==> config.mk <==
export PLATFORM = sky130hd
export DESIGN_NAME = intrusive_linked_list_manager_top_flat
export DESIGN_NICKNAME = d
export VERILOG_FILES = /design/src/rtl/illm_pkg.sv /design/src/rtl/illm_if.sv /design/src/rtl/illm_link_ram.sv /design/src/rtl/intrusive_linked_list_manager_top.sv /design/src/flat_wrapper.sv
export SDC_FILE = /design/constraint.sdc
export NUM_CORES = 1
export LEC_CHECK = 0
export ABC_CLOCK_PERIOD_IN_PS = 6600
export BUFFER_PORTS_ARGS = -buffer_cell sky130_fd_sc_hd__buf_2
export CAP_MARGIN = 20
export CORE_MARGIN = 4
export CORE_UTILIZATION = 45
export DETAILED_ROUTE_END_ITERATION = 10
export GPL_TIMING_DRIVEN = 0
export SETUP_SLACK_MARGIN = 0.3
export SLEW_MARGIN = 15
export SYNTH_ARGS = -nofsm -noshare
export SYNTH_HDL_FRONTEND = slang
export SYNTH_SLANG_ARGS = --single-unit
==> constraint.sdc <==
create_clock -name i_clk -period 6.6 [get_ports i_clk]
set_input_delay 0.33 -clock i_clk [delete_from_list [all_inputs] [get_ports i_clk]]
set_output_delay 0.33 -clock i_clk [all_outputs]
set_load 0.03 [all_outputs]
==> src/rtl/illm_pkg.sv <==
// Shared types and codes for the linked list manager.
// No dependencies; compiled first.
`default_nettype none

package illm_pkg;

    typedef enum logic [1:0] {
        OP_PUSH  = 2'd0,
        OP_POP   = 2'd1,
        OP_ERASE = 2'd2,
        OP_NOP   = 2'd3
    } t_opcode;

    typedef enum logic [1:0] {
        ST_OK    = 2'd0,
        ST_EMPTY = 2'd1,
        ST_LINK  = 2'd2
    } t_status;

    localparam int IdW = 6;

endpackage

`default_nettype wire

==> src/rtl/illm_if.sv <==
// Valid/ready channel interfaces for request and result items.
// Depends on illm_pkg for field widths.
`default_nettype none

interface illm_req_if;
    import illm_pkg::*;
    logic                 valid;
    logic                 ready;
    logic [1:0]           opcode;
    logic [IdW-1:0]       node_id;

    modport source (output valid, output opcode, output node_id, input ready);
    modport sink   (input valid, input opcode, input node_id, output ready);
endinterface

interface illm_rsp_if;
    import illm_pkg::*;
    logic                 valid;
    logic                 ready;
    logic [IdW-1:0]       popped_node;
    logic                 popped_valid;
    logic [1:0]           status;
    logic                 list_empty;

    modport source (output valid, output popped_node, output popped_valid,
                    output status, output list_empty, input ready);
    modport sink   (input valid, input popped_node, input popped_valid,
                    input status, input list_empty, output ready);
endinterface

`default_nettype wire

==> src/rtl/illm_link_ram.sv <==
// Link store: one write port, one registered read port with write bypass.
// No package dependencies.
`default_nettype none

module illm_link_ram #(
    parameter int DEPTH = 64,
    parameter int WIDTH = 7
) (
    input  wire logic                       i_clk,
    input  wire logic                       i_we,
    input  wire logic [$clog2(DEPTH)-1:0]   i_waddr,
    input  wire logic [WIDTH-1:0]           i_wdata,
    input  wire logic                       i_re,
    input  wire logic [$clog2(DEPTH)-1:0]   i_raddr,
    output logic      [WIDTH-1:0]           o_rdata
);
    logic [WIDTH-1:0] r_mem [DEPTH];
    logic [WIDTH-1:0] r_rdata;
    logic [WIDTH-1:0] r_byp_data;
    logic             r_byp_hit;

    always_ff @(posedge i_clk) begin
        if (i_we) begin
            r_mem[i_waddr] <= i_wdata;
        end
    end

    always_ff @(posedge i_clk) begin
        if (i_re) begin
            r_rdata    <= r_mem[i_raddr];
            r_byp_hit  <= i_we && (i_waddr == i_raddr);
            r_byp_data <= i_wdata;
        end
    end

    assign o_rdata = r_byp_hit ? r_byp_data : r_rdata;

endmodule

`default_nettype wire

==> src/rtl/intrusive_linked_list_manager_top.sv <==
// Doubly linked list over NODES slots: push at tail, pop from front, erase.
// Each accepted item is registered in stage 1; its result is registered when stage 1 fires.
// Throughput: one item per cycle while results are taken; the link RAM read at acceptance
// feeds the update logic of stage 1, with bypass of the write in flight.
// Reset (synchronous, active low) empties the list and clears all linked flags.
// Depends on illm_pkg, illm_if and illm_link_ram.
`default_nettype none

module intrusive_linked_list_manager_top
    import illm_pkg::*;
#(
    parameter int NODES = 64
) (
    input  wire logic  i_clk,
    input  wire logic  i_rst_n,
    illm_req_if.sink   i_req,
    illm_rsp_if.source o_rsp
);
    localparam int LW = $clog2(NODES + 1);
    localparam int IW = $clog2(NODES);
    localparam logic [LW-1:0] SENT = LW'(NODES);

    logic [LW-1:0]    r_first, n_first;
    logic [LW-1:0]    r_tail, n_tail;
    logic [NODES-1:0] r_flag, n_flag;

    logic             r_s1_valid;
    t_opcode          r_s1_op;
    logic [LW-1:0]    r_s1_id;
    logic             r_s1_ok;

    logic             r_out_valid;
    logic [IdW-1:0]   r_popped;
    logic             r_pvalid;
    t_status          r_status;
    logic             r_empty;

    logic [IdW-1:0]   res_popped;
    logic             res_pvalid;
    t_status          res_status;

    logic             w_acc;
    logic             w_s1_fire;
    logic [LW-1:0]    w_in_id;
    logic [IW-1:0]    w_s1_idx;
    logic             w_flag;
    logic [LW-1:0]    w_next_q, w_prev_q;
    logic [LW-1:0]    w_p, w_x;

    logic             nxt_we, prv_we;
    logic [IW-1:0]    nxt_wa, prv_wa;
    logic [LW-1:0]    nxt_wd, prv_wd;
    logic [IW-1:0]    nxt_ra, prv_ra;

    assign w_s1_fire   = r_s1_valid && (!r_out_valid || o_rsp.ready);
    assign i_req.ready = !r_s1_valid || w_s1_fire;
    assign w_acc       = i_req.valid && i_req.ready;

    assign w_in_id  = LW'(i_req.node_id);
    assign w_s1_idx = r_s1_id[IW-1:0];
    assign w_flag   = r_s1_ok && r_flag[w_s1_idx];

    assign nxt_ra = (t_opcode'(i_req.opcode) == OP_POP) ? n_first[IW-1:0] : w_in_id[IW-1:0];
    assign prv_ra = w_in_id[IW-1:0];

    illm_link_ram #(.DEPTH(NODES), .WIDTH(LW)) u_next_ram (
        .i_clk   (i_clk),
        .i_we    (nxt_we),
        .i_waddr (nxt_wa),
        .i_wdata (nxt_wd),
        .i_re    (w_acc),
        .i_raddr (nxt_ra),
        .o_rdata (w_next_q)
    );

    illm_link_ram #(.DEPTH(NODES), .WIDTH(LW)) u_prev_ram (
        .i_clk   (i_clk),
        .i_we    (prv_we),
        .i_waddr (prv_wa),
        .i_wdata (prv_wd),
        .i_re    (w_acc),
        .i_raddr (prv_ra),
        .o_rdata (w_prev_q)
    );

    always_comb begin
        n_first    = r_first;
        n_tail     = r_tail;
        n_flag     = r_flag;
        nxt_we     = 1'b0;
        nxt_wa     = '0;
        nxt_wd     = '0;
        prv_we     = 1'b0;
        prv_wa     = '0;
        prv_wd     = '0;
        res_popped = '0;
        res_pvalid = 1'b0;
        res_status = ST_OK;
        w_p        = (r_s1_id == r_first) ? SENT : w_prev_q;
        w_x        = (r_s1_id == r_tail) ? SENT : w_next_q;
        if (w_s1_fire) begin
            unique case (r_s1_op)
                OP_PUSH: begin
                    if (!r_s1_ok || w_flag) begin
                        res_status = ST_LINK;
                    end else begin
                        prv_we = 1'b1;
                        prv_wa = w_s1_idx;
                        prv_wd = r_tail;
                        if (r_tail == SENT) begin
                            n_first = r_s1_id;
                        end else begin
                            nxt_we = 1'b1;
                            nxt_wa = r_tail[IW-1:0];
                            nxt_wd = r_s1_id;
                        end
                        n_tail = r_s1_id;
                        n_flag[w_s1_idx] = 1'b1;
                    end
                end
                OP_POP: begin
                    if (r_first == SENT) begin
                        res_status = ST_EMPTY;
                    end else begin
                        w_x = (r_first == r_tail) ? SENT : w_next_q;
                        n_first = w_x;
                        if (w_x == SENT) begin
                            n_tail = SENT;
                        end
                        n_flag[r_first[IW-1:0]] = 1'b0;
                        res_popped = IdW'(r_first);
                        res_pvalid = 1'b1;
                    end
                end
                OP_ERASE: begin
                    if (!r_s1_ok || !w_flag) begin
                        res_status = ST_LINK;
                    end else begin
                        if (w_p == SENT) begin
                            n_first = w_x;
                        end else begin
                            nxt_we = 1'b1;
                            nxt_wa = w_p[IW-1:0];
                            nxt_wd = w_x;
                        end
                        if (w_x == SENT) begin
                            n_tail = w_p;
                        end else begin
                            prv_we = 1'b1;
                            prv_wa = w_x[IW-1:0];
                            prv_wd = w_p;
                        end
                        n_flag[w_s1_idx] = 1'b0;
                    end
                end
                OP_NOP: begin
                end
                default: begin
                end
            endcase
        end
    end

    always_ff @(posedge i_clk) begin
        if (!i_rst_n) begin
            r_first     <= SENT;
            r_tail      <= SENT;
            r_flag      <= '0;
            r_s1_valid  <= 1'b0;
            r_out_valid <= 1'b0;
        end else begin
            r_first <= n_first;
            r_tail  <= n_tail;
            r_flag  <= n_flag;
            if (w_acc) begin
                r_s1_valid <= 1'b1;
            end else if (w_s1_fire) begin
                r_s1_valid <= 1'b0;
            end
            if (w_s1_fire) begin
                r_out_valid <= 1'b1;
            end else if (o_rsp.ready) begin
                r_out_valid <= 1'b0;
            end
        end
    end

    always_ff @(posedge i_clk) begin
        if (w_acc) begin
            r_s1_op <= t_opcode'(i_req.opcode);
            r_s1_id <= w_in_id;
            r_s1_ok <= (32'(i_req.node_id) < NODES);
        end
        if (w_s1_fire) begin
            r_popped <= res_popped;
            r_pvalid <= res_pvalid;
            r_status <= res_status;
            r_empty  <= (n_first == SENT);
        end
    end

    assign o_rsp.valid        = r_out_valid;
    assign o_rsp.popped_node  = r_popped;
    assign o_rsp.popped_valid = r_pvalid;
    assign o_rsp.status       = r_status;
    assign o_rsp.list_empty   = r_empty;

    a_ends_agree: assert property (@(posedge i_clk) disable iff (!i_rst_n)
        (r_first == SENT) == (r_tail == SENT))
        else $error("head and tail disagree on empty list");

    a_head_linked: assert property (@(posedge i_clk) disable iff (!i_rst_n)
        (r_first != SENT) |-> r_flag[r_first[IW-1:0]])
        else $error("head node is not flagged as linked");

    a_tail_linked: assert property (@(posedge i_clk) disable iff (!i_rst_n)
        (r_tail != SENT) |-> r_flag[r_tail[IW-1:0]])
        else $error("tail node is not flagged as linked");

    a_pop_ok: assert property (@(posedge i_clk) disable iff (!i_rst_n)
        (r_out_valid && r_pvalid) |-> (r_status == ST_OK))
        else $error("popped item carries an error status");

    a_empty_flags: assert property (@(posedge i_clk) disable iff (!i_rst_n)
        (r_first == SENT) |-> (r_flag == '0))
        else $error("empty list with linked nodes");

endmodule

`default_nettype wire

==> src/flat_wrapper.sv <==
// flat-port wrapper written by rule: the top's interface ports become plain ports
module intrusive_linked_list_manager_top_flat import illm_pkg::*;
#(
    parameter int NODES = 64
)
  (i_clk, i_rst_n, i_req_valid, i_req_opcode, i_req_node_id, i_req_ready, o_rsp_valid, o_rsp_popped_node, o_rsp_popped_valid, o_rsp_status, o_rsp_list_empty, o_rsp_ready);
  illm_req_if i_req_i ();
  illm_rsp_if o_rsp_i ();
  input  wire logic i_clk;
  input  wire logic i_rst_n;
  input wire logic [$bits(i_req_i.valid)-1:0] i_req_valid;
  input wire logic [$bits(i_req_i.opcode)-1:0] i_req_opcode;
  input wire logic [$bits(i_req_i.node_id)-1:0] i_req_node_id;
  output wire logic [$bits(i_req_i.ready)-1:0] i_req_ready;
  output wire logic [$bits(o_rsp_i.valid)-1:0] o_rsp_valid;
  output wire logic [$bits(o_rsp_i.popped_node)-1:0] o_rsp_popped_node;
  output wire logic [$bits(o_rsp_i.popped_valid)-1:0] o_rsp_popped_valid;
  output wire logic [$bits(o_rsp_i.status)-1:0] o_rsp_status;
  output wire logic [$bits(o_rsp_i.list_empty)-1:0] o_rsp_list_empty;
  input wire logic [$bits(o_rsp_i.ready)-1:0] o_rsp_ready;
  assign i_req_i.valid = i_req_valid;
  assign i_req_i.opcode = i_req_opcode;
  assign i_req_i.node_id = i_req_node_id;
  assign i_req_ready = i_req_i.ready;
  assign o_rsp_valid = o_rsp_i.valid;
  assign o_rsp_popped_node = o_rsp_i.popped_node;
  assign o_rsp_popped_valid = o_rsp_i.popped_valid;
  assign o_rsp_status = o_rsp_i.status;
  assign o_rsp_list_empty = o_rsp_i.list_empty;
  assign o_rsp_i.ready = o_rsp_ready;
  intrusive_linked_list_manager_top #(.NODES(NODES)) u_core (.i_clk(i_clk), .i_rst_n(i_rst_n), .i_req(i_req_i), .o_rsp(o_rsp_i));
endmodule
-- Word level (Yosys, flattened, before mapping)
Memories as Yosys holds them, arrays and structs flattened. A register that Yosys moved wholly into a read port is not among the register bits.
Cells that the tools add are included.
- flip-flop bits (word level): 114
- memory bits (writable): 896
- input bits: 12
- output and inout port bits: 12
- word-level logic and storage cells: 139
- memories: 2
- $lt $le $gt $ge: 4
- eq/ne operators: 19
- muxes and demuxes: 75
- bitwise operators: 6
- reductions and logical operators: 18
- memories (name ; words ; bits a word ; read ports ; clocked after Yosys merged registers in ; write ports ; RTL line ; source):
    u_core.u_next_ram.r_mem ; 64 ; 7 ; 1 ; 1 ; 1 ; illm_link_ram.sv:17 ; logic [WIDTH-1:0] r_mem [DEPTH];
    u_core.u_prev_ram.r_mem ; 64 ; 7 ; 1 ; 1 ; 1 ; illm_link_ram.sv:17 ;
- operator list (cell ; number):
    64-bit 2-to-1 mux ; 3
    64-bit case mux with 3 select lines ; 1
    7-bit 2-to-1 mux ; 24
    64-bit AND ; 2
    64-bit NOT ; 2
    6-bit 2-to-1 mux ; 11
    64-bit OR ; 1
    7-bit == test, second input constant ; 6
    7-bit case mux with 3 select lines ; 2
    7-bit case mux with 2 select lines ; 2
    6-bit case mux with 2 select lines ; 2
    1-bit 2-to-1 mux ; 22
    6-bit by 7-bit == test with 1-bit output ; 2
    6-bit by 7-bit less-than comparator with 1-bit output, second input constant ; 2
    1-bit demux with 6-bit select ; 2
    6-bit == test ; 2
    6-bit by 1-bit greater-or-equal comparator with 1-bit output, second input constant ; 2
    7-bit == test ; 1
    7-bit AND reduction ; 1
    1-bit binary-select mux with 6-bit select ; 1
    1-bit logical AND ; 6
    2-bit != test, second input constant ; 3
    2-bit case mux with 3 select lines ; 1
    5-bit AND reduction ; 1
    12 further kinds ; 20

-- Longest topological paths before layout
Gate-level depths: netlist of run 1.
- depth in word-level cells: 10
- gate-level depth with buffers: 19
- gate-level depth less buffers: 13

-- Hierarchy
A second synthesis of run 1 with hierarchy kept.
- cell total of the unflattened synthesis: 2480
- area total of the unflattened synthesis: 42851.1 um^2
- modules (own cells, without submodules) (module ; times used ; cells each ; area an instance (um^2) ; seq. area each (um^2)):
    illm_link_ram at u_core.u_next_ram ; 1 ; 856 ; 18211.2 ; 13903.3
    illm_link_ram at u_core.u_prev_ram ; 1 ; 876 ; 18151.2 ; 13903.3
    intrusive_linked_list_manager_top ; 1 ; 748 ; 6488.7 ; 2142.1

-- Least setup slack after synthesis of run 1
OpenSTA, ideal clock, no wires.
- path type: register to register
- from: register u_core.r_s1_id[0]
- to: register u_core.u_next_ram.r_byp_data[6], data pin
- library setup time: 0.688 ns
- arrival time: 4.549 ns
- required time: 5.912 ns
- path slack: 1.364 ns
- stages on the path, launching flop included: 12
- path buffers: 3
- period minus slack after synthesis: 5.236 ns
- cell sequence: edfxtp_1 -> buf_2 -> buf_4 -> mux2i_1 -> a22oi_1 -> nand3_1 -> nand4_1 -> or2_2 -> clkbuf_1 -> and2_1 -> nand3_1 -> nor3_1
- word-level cells in the longest chain between the ends: 7
- elaborated cells on any way between the ends: 11
- those cells by class: eq/ne (3); mux (8)
- ends and longest elaborated chain (element ; RTL line ; source):
    from (decl) ; intrusive_linked_list_manager_top.sv:29 ; logic [LW-1:0] r_s1_id;
    from (signal assigned) ; intrusive_linked_list_manager_top.sv:191 ; r_s1_id <= w_in_id;
    6-bit by 7-bit == test with 1-bit output ; intrusive_linked_list_manager_top.sv:99 ; w_p = (r_s1_id == r_first) ? SENT : w_prev_q;
    7-bit 2-to-1 mux ; intrusive_linked_list_manager_top.sv:99 ;
    7-bit == test ; intrusive_linked_list_manager_top.sv:139 ; if (w_p == SENT) begin
    7-bit 2-to-1 mux ; intrusive_linked_list_manager_top.sv:139 ;
    7-bit 2-to-1 mux * ; intrusive_linked_list_manager_top.sv:136 ; if (!r_s1_ok || !w_flag) begin
    7-bit case mux with 2 select lines * ; intrusive_linked_list_manager_top.sv:102 ; unique case (r_s1_op)
    7-bit 2-to-1 mux * ; intrusive_linked_list_manager_top.sv:101 ; if (w_s1_fire) begin
    net u_core.nxt_wd[6] ; intrusive_linked_list_manager_top.sv:52 ; logic [LW-1:0] nxt_wd, prv_wd;
    to (signal assigned) ; illm_link_ram.sv:32 ; r_byp_data <= i_wdata;
    to (decl) ; illm_link_ram.sv:19 ; logic [WIDTH-1:0] r_byp_data;
Mark *: on every way through the listed nets, which the timed path passes. The rest lies on a longest branch. The select of a mux whose other input is x is not followed.
A chain may end at the register's enable or synchronous reset.

-- Worst setup path after layout of run 1
- from: register u_core.r_s1_id[5]
- to: register u_core.u_next_ram.r_rdata[2] (read register of u_core.u_next_ram.r_mem), data pin
- word-level cells in the longest chain between the ends: 8
- elaborated cells on any way between the ends: 14
- those cells by class: eq/ne (3); mux (11)
- ends and longest elaborated chain (element ; RTL line ; source):
    6-bit by 7-bit == test with 1-bit output ; intrusive_linked_list_manager_top.sv:99 ;
    7-bit 2-to-1 mux ; intrusive_linked_list_manager_top.sv:99 ;
    7-bit == test ; intrusive_linked_list_manager_top.sv:139 ;
    7-bit 2-to-1 mux ; intrusive_linked_list_manager_top.sv:139 ;
    7-bit 2-to-1 mux ; intrusive_linked_list_manager_top.sv:136 ;
    7-bit case mux with 3 select lines * ; intrusive_linked_list_manager_top.sv:102 ;
    7-bit 2-to-1 mux * ; intrusive_linked_list_manager_top.sv:101 ;
    6-bit 2-to-1 mux * ; intrusive_linked_list_manager_top.sv:63 ; assign nxt_ra = (t_opcode'(i_req.opcode) == OP_POP) ? n_first[IW-1:0] : w_in_id[IW-1:0];
    to (decl) ; illm_link_ram.sv:18 ; logic [WIDTH-1:0] r_rdata;
Mark *: on every way between the ends. The rest lies on a longest branch, timed or not. The select of a mux whose other input is x is not followed.

==> metrics.txt, run 1 <==
status finished clean; Lkg Pwr 17.2 nW; CTS max path bufs 3; total power 14.0 mW; CTS clk-pin slew, worst paths 0.06 ns; Final Hold Fails 0; Adder-Cell Fraction of Synth Area 0.144%; ys async rst share 0%; Worst Max-Slew Pin Slew 1.15 ns; critical path class register to register; TritonCTS Buffers 106; CP Launch Point u_core.r_s1_id[5]; max-cap viol count 0; vias in the first global route 26900; initial antenna violation count 1; wirelength, routed 127000 microns; post-synthesis xor/xnor area fraction 0.626%; RSZ-0062 raised after global routing true; fin crit share 93.0%; Worst VDD drop 0.263 mV; area grow syn2layout 13.9%; DR iter-0 viols 3773; Critical Path AT 6.54 ns; worst r2r src u_core.r_s1_id[5]; Die ar. 101000 sq um; syn nets 2914; Worst Hold Class primary input to register; min Tclk post-route 6.14 ns; Startpoint Class register; TritonCTS Sinks 1024; largest net degree at the start of global routing 37; Vias/cell 6.23; Synth Warn # 0; GRT Total Usage 24.6%; area post-placement 45800 sq um; Buffers on Ports 22; global placement routability congestion 0.939; FP Rows 113; Post-Syn Area 43300 sq um; Cells after Synth 2897; worst setup path endpoint u_core.u_next_ram.r_rdata[2]; worst relative slew slack 22.8%; post-synthesis mux area share 12.0%; sequential area share after synthesis 69.1%; clk_lat worst skew 0.71 ns; Max Clk Rate 0.163 GHz; first-pass GRT wire length 185000 microns; Routed WL per cell 28.6 microns; Layout Nets 3091; number of synthesized flops with an enable pin 944; setup slack at placement 0.726 ns; Clock Skew 0.0536 ns; # setup viols final 0; die width 318 microns; main combinational cell family by area after synthesis multiplexers; #FFs+latches synth 1024; I/O pin cnt 24; Core Region 95300 sq um; Post-synth top flop edfxtp_1; Ant. Diodes 0; Post-Synth Simple-Gate Area 8.40%; CTS Root Cell clkbuf_16; CP Max Fanout 10; Starting Density 45.5%; grt total ovfl 0; Finished Core Util 51.8%; fill count 7942; design area 49400 sq um; layout cells sized above 1 15.5%; Die H 318 microns; WP data required 7.00 ns; Power Density 283 nW/um^2; CTS tree built; Reg2Reg Depth 13; Syn Area/Cell 15.0 sq um; DRT antenna net count 0; reg2reg setup slack 0.46 ns; DR DRC count 0; drt first pass iters 8; # Post-CTS Setup Buffers 0; PnR worst setup slack 0.463 ns; post-synthesis compound-gate area fraction 7.53%; reg2reg end u_core.u_next_ram.r_rdata[2]; dpl hpwl 88800 microns; H-tree depth 3; Netlist cell types 83; Final Max Slew Viols 0; Crit. End Element register; routed via count 27500
## worst min path at each step
| stage | from | to | cells past startpoint |
|---|---|---|---|
| 2_1_floorplan | i_req_node_id[0] | u_core.r_s1_id[0] | 0 |
| 3_3_place_gp | u_core.r_flag[61] | u_core.r_flag[61] | 2 |
| 3_5_place_dp | u_core.r_flag[49] | u_core.r_flag[49] | 2 |
| 4_1_cts | i_rst_n | u_core.r_flag[35] | 3 |
| 5_1_grt | i_rst_n | u_core.r_flag[36] | 3 |
| 6_report | i_rst_n | u_core.r_flag[35] | 3 |
## report_power, final
| group | switching (mW) | internal (mW) | total [mW] | leakage [nW] |
|---|---|---|---|---|
| registers | 0.0135 | 7.03 | 7.05 | 10.6 |
| logic | 0.742 | 0.326 | 1.07 | 4.96 |
| clock network | 2.52 | 3.36 | 5.88 | 1.65 |
| total | 3.28 | 10.7 | 14.0 | 17.2 |
## routing by layer
metal / GRT usage, % / vias to the layer above / wire length (microns)
met3: 4.48 / 292 / 11500
met4: 8.96 / 2 / 5190
met1: 35.7 / 14100 / 52300
li1: - / 11700 / -
met2: 37.5 / 1475 / 57500
met5: 0.426 / - / 58
## flip-flops by register name, summed over array words and instances, names as in the netlist, 6 cells and up
name                          count
u_core.u_prev_ram.r_mem         448
u_core.u_prev_ram.r_byp_data      7
u_core.r_s1_id                    6
u_core.r_tail                     7
u_core.o_rsp.popped_node          6
u_core.u_next_ram.r_rdata         7
u_core.r_flag                    64
u_core.u_prev_ram.r_rdata         7
u_core.r_first                    7
u_core.u_next_ram.r_mem         448
u_core.u_next_ram.r_byp_data      7
## critical path, cell delays in order (launching register included)
cell and delay (ns):
edfxtp_1 0.35, clkbuf_1 0.55, nor2_1 0.29, nand3_1 0.23, nand4_1 0.44, nor3_2 0.72, o21ai_0 0.40, o21ai_1 0.41
buf_2 0.36, buf_1 0.66, a221oi_1 0.23, o21ai_0 0.55, o221ai_1 0.24, a221o_1 0.39
## synth_stat cells, drive strengths merged (4+ instances only)
cell	number	area share, %
edfxtp	944	65
nor2	266	2.3
nand2	258	2.2
mux2i	175	4.0
mux4	147	7.6
a21oi	131	1.5
clkbuf	105	0.91
o21ai	101	1.2
nand3	96	1.1
buf	90	1.2
a22oi	88	1.5
dfxtp	80	3.7
nor3	57	0.70
a31oi	43	0.64
and2	21	0.30
xor2	21	0.42
a32oi	19	0.38
nor4	19	0.37
nand4	16	0.23
nor2b	16	0.23
a221oi	13	0.26
mux2	13	0.34
o211ai	11	0.20
and3	10	0.14
o211a	10	0.23
xnor2	10	0.20
a21o	9	0.16
inv	9	0.078
o221ai	9	0.21
or3	8	0.12
a22o	7	0.14
a311oi	7	0.14
o22ai	7	0.10
a211oi	6	0.10
o2111ai	6	0.12
or4	6	0.11
ha	5	0.14
a221o	4	0.092
clkinv	4	0.035
nand2b	4	0.058
nor3b	4	0.069
o21a	4	0.069
or3b	4	0.081
## timing repair
item | 4_1_cts | 5_1_grt
resized for setup | 0 | 2
endpoints found under the setup margin | 0 | 25
hold buffers | 11 | 0
endpoints found under the hold margin | 10 | 0
## metrics by stage
stage          TNS (ns)  hold WS, ns  std cells
4_1_cts               0        0.109       4421
6_report              0        0.197       4423
2_1_floorplan         0        0.429       2897
3_3_place_gp   -1083.31        0.450       4184
3_5_place_dp          0        0.457       4218
5_1_grt               0        0.156       4423
## placed cells by master (no fill, tap or decap), types with 10 or more instances in the layout
| cell type | Yosys | layout |
|---|---|---|
| nand4_1 | 16 | 16 |
| and3_1 | 10 | 10 |
| nor3_1 | 53 | 48 |
| buf_4 | 10 | 18 |
| clkbuf_1 | 104 | 127 |
| nand2_1 | 256 | 256 |
| a21oi_1 | 129 | 129 |
| o21ai_0 | 92 | 92 |
| mux2i_1 | 175 | 175 |
| buf_2 | 48 | 72 |
| nand3_1 | 96 | 96 |
| nor2_1 | 262 | 247 |
| nor4_1 | 14 | 12 |
| a31oi_1 | 42 | 42 |
| nor2_4 | 2 | 15 |
| clkbuf_16 | 0 | 106 |
| o211ai_1 | 10 | 10 |
| dlygate4sd3_1 | 0 | 11 |
| o211a_1 | 10 | 10 |
| a32oi_1 | 19 | 19 |
| mux4_2 | 147 | 147 |
| buf_16 | 0 | 15 |
| xnor2_1 | 10 | 10 |
| dfxtp_1 | 80 | 80 |
| a22oi_1 | 88 | 88 |
| clkinv_1 | 4 | 27 |
| bufinv_16 | 0 | 10 |
| clkinv_2 | 0 | 15 |
| edfxtp_1 | 944 | 944 |
| a221oi_1 | 13 | 13 |
| xor2_1 | 21 | 21 |
| buf_1 | 23 | 23 |
| and2_1 | 19 | 18 |
| buf_6 | 9 | 12 |
| nor2b_1 | 16 | 16 |
| mux2_2 | 13 | 13 |
## area by class of cell
| cell class | instances | area (sq um) | area share, % |
|---|---|---|---|
| plain buffers | 195 | 898 | 1.82 |
| clock buffers | 129 | 2740 | 5.55 |
| clock inverters | 63 | 678 | 1.37 |
| inverters | 13 | 48.8 | 0.0988 |
| multi-input cells | 1665 | 12600 | 25.5 |
| flip-flops and latches | 1024 | 29900 | 60.6 |
| well taps | 1265 | 1580 | 3.20 |
| repair buffers | 69 | 892 | 1.81 |
## kinds of logic after synthesis
| kind of cell | count (synthesis) |
|---|---|
| adders and majority gates | 5 |
| and+or+nand+nor | 800 |
| xor gates and xnor gates | 31 |
| AOI/OAI and AO/OA | 494 |
| DFF | 1024 |
| muxes | 335 |
| buffers and inverters | 208 |
Power figures use the tool's default switching activity.
==> inputs of run 2 (changes only) <==
--- a/config.mk
+++ b/config.mk
@@ -5,7 +5,7 @@
 export SDC_FILE = /design/constraint.sdc
 export NUM_CORES = 1
 export LEC_CHECK = 0
-export ABC_CLOCK_PERIOD_IN_PS = 6600
+export ABC_CLOCK_PERIOD_IN_PS = 6300
 export BUFFER_PORTS_ARGS = -buffer_cell sky130_fd_sc_hd__buf_2
 export CAP_MARGIN = 20
 export CORE_MARGIN = 4
==> constraint.sdc (replaced) <==
create_clock -name i_clk -period 6.3 [get_ports i_clk]
set_input_delay 0.315 -clock i_clk [delete_from_list [all_inputs] [get_ports i_clk]]
set_output_delay 0.315 -clock i_clk [all_outputs]
set_load 0.03 [all_outputs]
==> metrics.txt, run 2 (synthesis results as in run 1) <==
CTS tree built; CP Max Fanout 10; Power Density 296 nW/um^2; initial antenna violation count 1; routed via count 27700; fill count 7932; commonest non-fill, non-tap cells in the layout edfxtp_1 (944), nand2_1 (256), nor2_1 (202); Clock Skew 0.0576 ns; Max Clk Rate 0.165 GHz; total power 14.7 mW; worst r2r src u_core.r_s1_id[5]; worst relative slew slack 26.2%; RSZ-0062 raised after global routing true; status finished clean; global placement routability congestion 0.939; Crit. End Element register; grt total ovfl 0; critical path class register to register; area grow syn2layout 14.3%; TritonCTS Sinks 1024; GRT Total Usage 24.6%; fin crit share 96.1%; clk_lat worst skew 0.71 ns; layout cells sized above 1 17.1%; vias in the first global route 26900; DRT antenna net count 0; FP Rows 113; Startpoint Class register; first-pass GRT wire length 185000 microns; Worst Max-Slew Pin Slew 1.10 ns; dpl hpwl 88800 microns; Vias/cell 6.26; Final Max Slew Viols 0; Layout Nets 3091; leading cell type in the layout, fill and taps excluded edfxtp_1; H-tree depth 3; largest net degree at the start of global routing 37; reg2reg setup slack 0.25 ns; Final Hold Fails 0; Starting Density 45.5%; Die H 318 microns; CP Launch Point u_core.r_s1_id[5]; wirelength, routed 127000 microns; largest registers u_core.u_next_ram.r_mem x448, u_core.u_prev_ram.r_mem x448, u_core.r_flag x64; DR iter-0 viols 3785; Die ar. 101000 sq um; CTS Root Cell clkbuf_16; Core Region 95300 sq um; CTS max path bufs 3; TritonCTS Buffers 106; Routed WL per cell 28.7 microns; max-cap viol count 0; WP data required 6.59 ns; # Post-CTS Setup Buffers 0; Worst Hold Class primary input to register; Lkg Pwr 17.2 nW; min Tclk post-route 6.05 ns; Critical Path AT 6.34 ns; die width 318 microns; # setup viols final 0; DR DRC count 0; CTS clk-pin slew, worst paths 0.06 ns; I/O pin cnt 24; Worst VDD drop 0.275 mV; Buffers on Ports 22; TNS Setup 0 ns; drt first pass iters 8; Ant. Diodes 0; min-delay src i_rst_n
-- run 2: cell count changes in the layout (fill, tap and decap cells not counted), moves of 2 or more --
| cell | previous run | this run |
|---|---|---|
| nor2_1 | 247 | 202 |
| nand3_2 | 0 | 5 |
| nor3_2 | 9 | 7 |
| nand3_1 | 96 | 91 |
| nor3_4 | 0 | 2 |
| nor2_2 | 4 | 49 |
-- run 2: routing by layer --
layer / up-vias / share of wire (%) / global-route usage, %
li1: 11700 / - / -
met1: 14100 / 41 / 35.7
met2: 1533 / 45 / 37.5
met3: 305 / 9.3 / 4.48
met4: 2 / 4.2 / 8.96
met5: - / 0.046 / 0.426
-- run 2: critical path: stages, from the launching register on --
cell and delay (ns):
edfxtp_1 0.35, clkbuf_1 0.63, nor2_1 0.30, nand3_1 0.23, nand4_1 0.44, or2_2 0.46
clkbuf_1 0.19, nor2_1 0.46, clkbuf_1 0.40, o21ai_0 0.29, a211oi_1 0.51, nand2_1 0.62
nor2_1 0.72
-- run 2: timing repair --
action,4_1_cts,5_1_grt
setup endpoints to repair,0,517
endpoints found under the hold margin,10,0
hold buffers,11,0
gates resized for setup,0,56
-- run 2: layout make-up --
type / instances / area, sq um / area share, %
clock buffers: 129 / 2740 / 5.53
inverters: 13 / 52.6 / 0.106
well taps: 1265 / 1580 / 3.19
plain buffers: 195 / 900 / 1.82
multi-input cells: 1665 / 12800 / 25.7
flip-flops and latches: 1024 / 29900 / 60.4
clock inverters: 63 / 678 / 1.37
repair buffers: 69 / 892 / 1.80
-- run 2: final timing paths --
check,end,cells past startpoint
worst min register to register,u_core.r_flag[49],2
worst max-delay path,u_core.u_prev_ram.r_mem[26][2],12
worst max register to register,u_core.u_prev_ram.r_mem[26][2],12
worst min-delay path,u_core.r_flag[35],3
-- run 2: through the flow --
stage	worst slack (ns)	util [%]	cell area, sq um	hold slack (ns)	instances
final	0.246	52.0	49500	0.178	4423
after global routing	0.105	52.0	49500	0.141	4423
after CTS	0.325	51.8	49400	0.0935	4421
after detailed placement	0.426	48.1	45800	0.457	4218
after global placement	-2.75	47.3	45000	0.450	4184
after floorplan	1.06	-	43300	0.414	2897
-- run 2: power breakdown --
| part | leakage (nW) | switching (mW) | internal (mW) |
|---|---|---|---|
| logic | 4.96 | 0.781 | 0.342 |
| clock network | 1.65 | 2.65 | 3.52 |
| registers | 10.6 | 0.0145 | 7.37 |
| total | 17.2 | 3.45 | 11.2 |
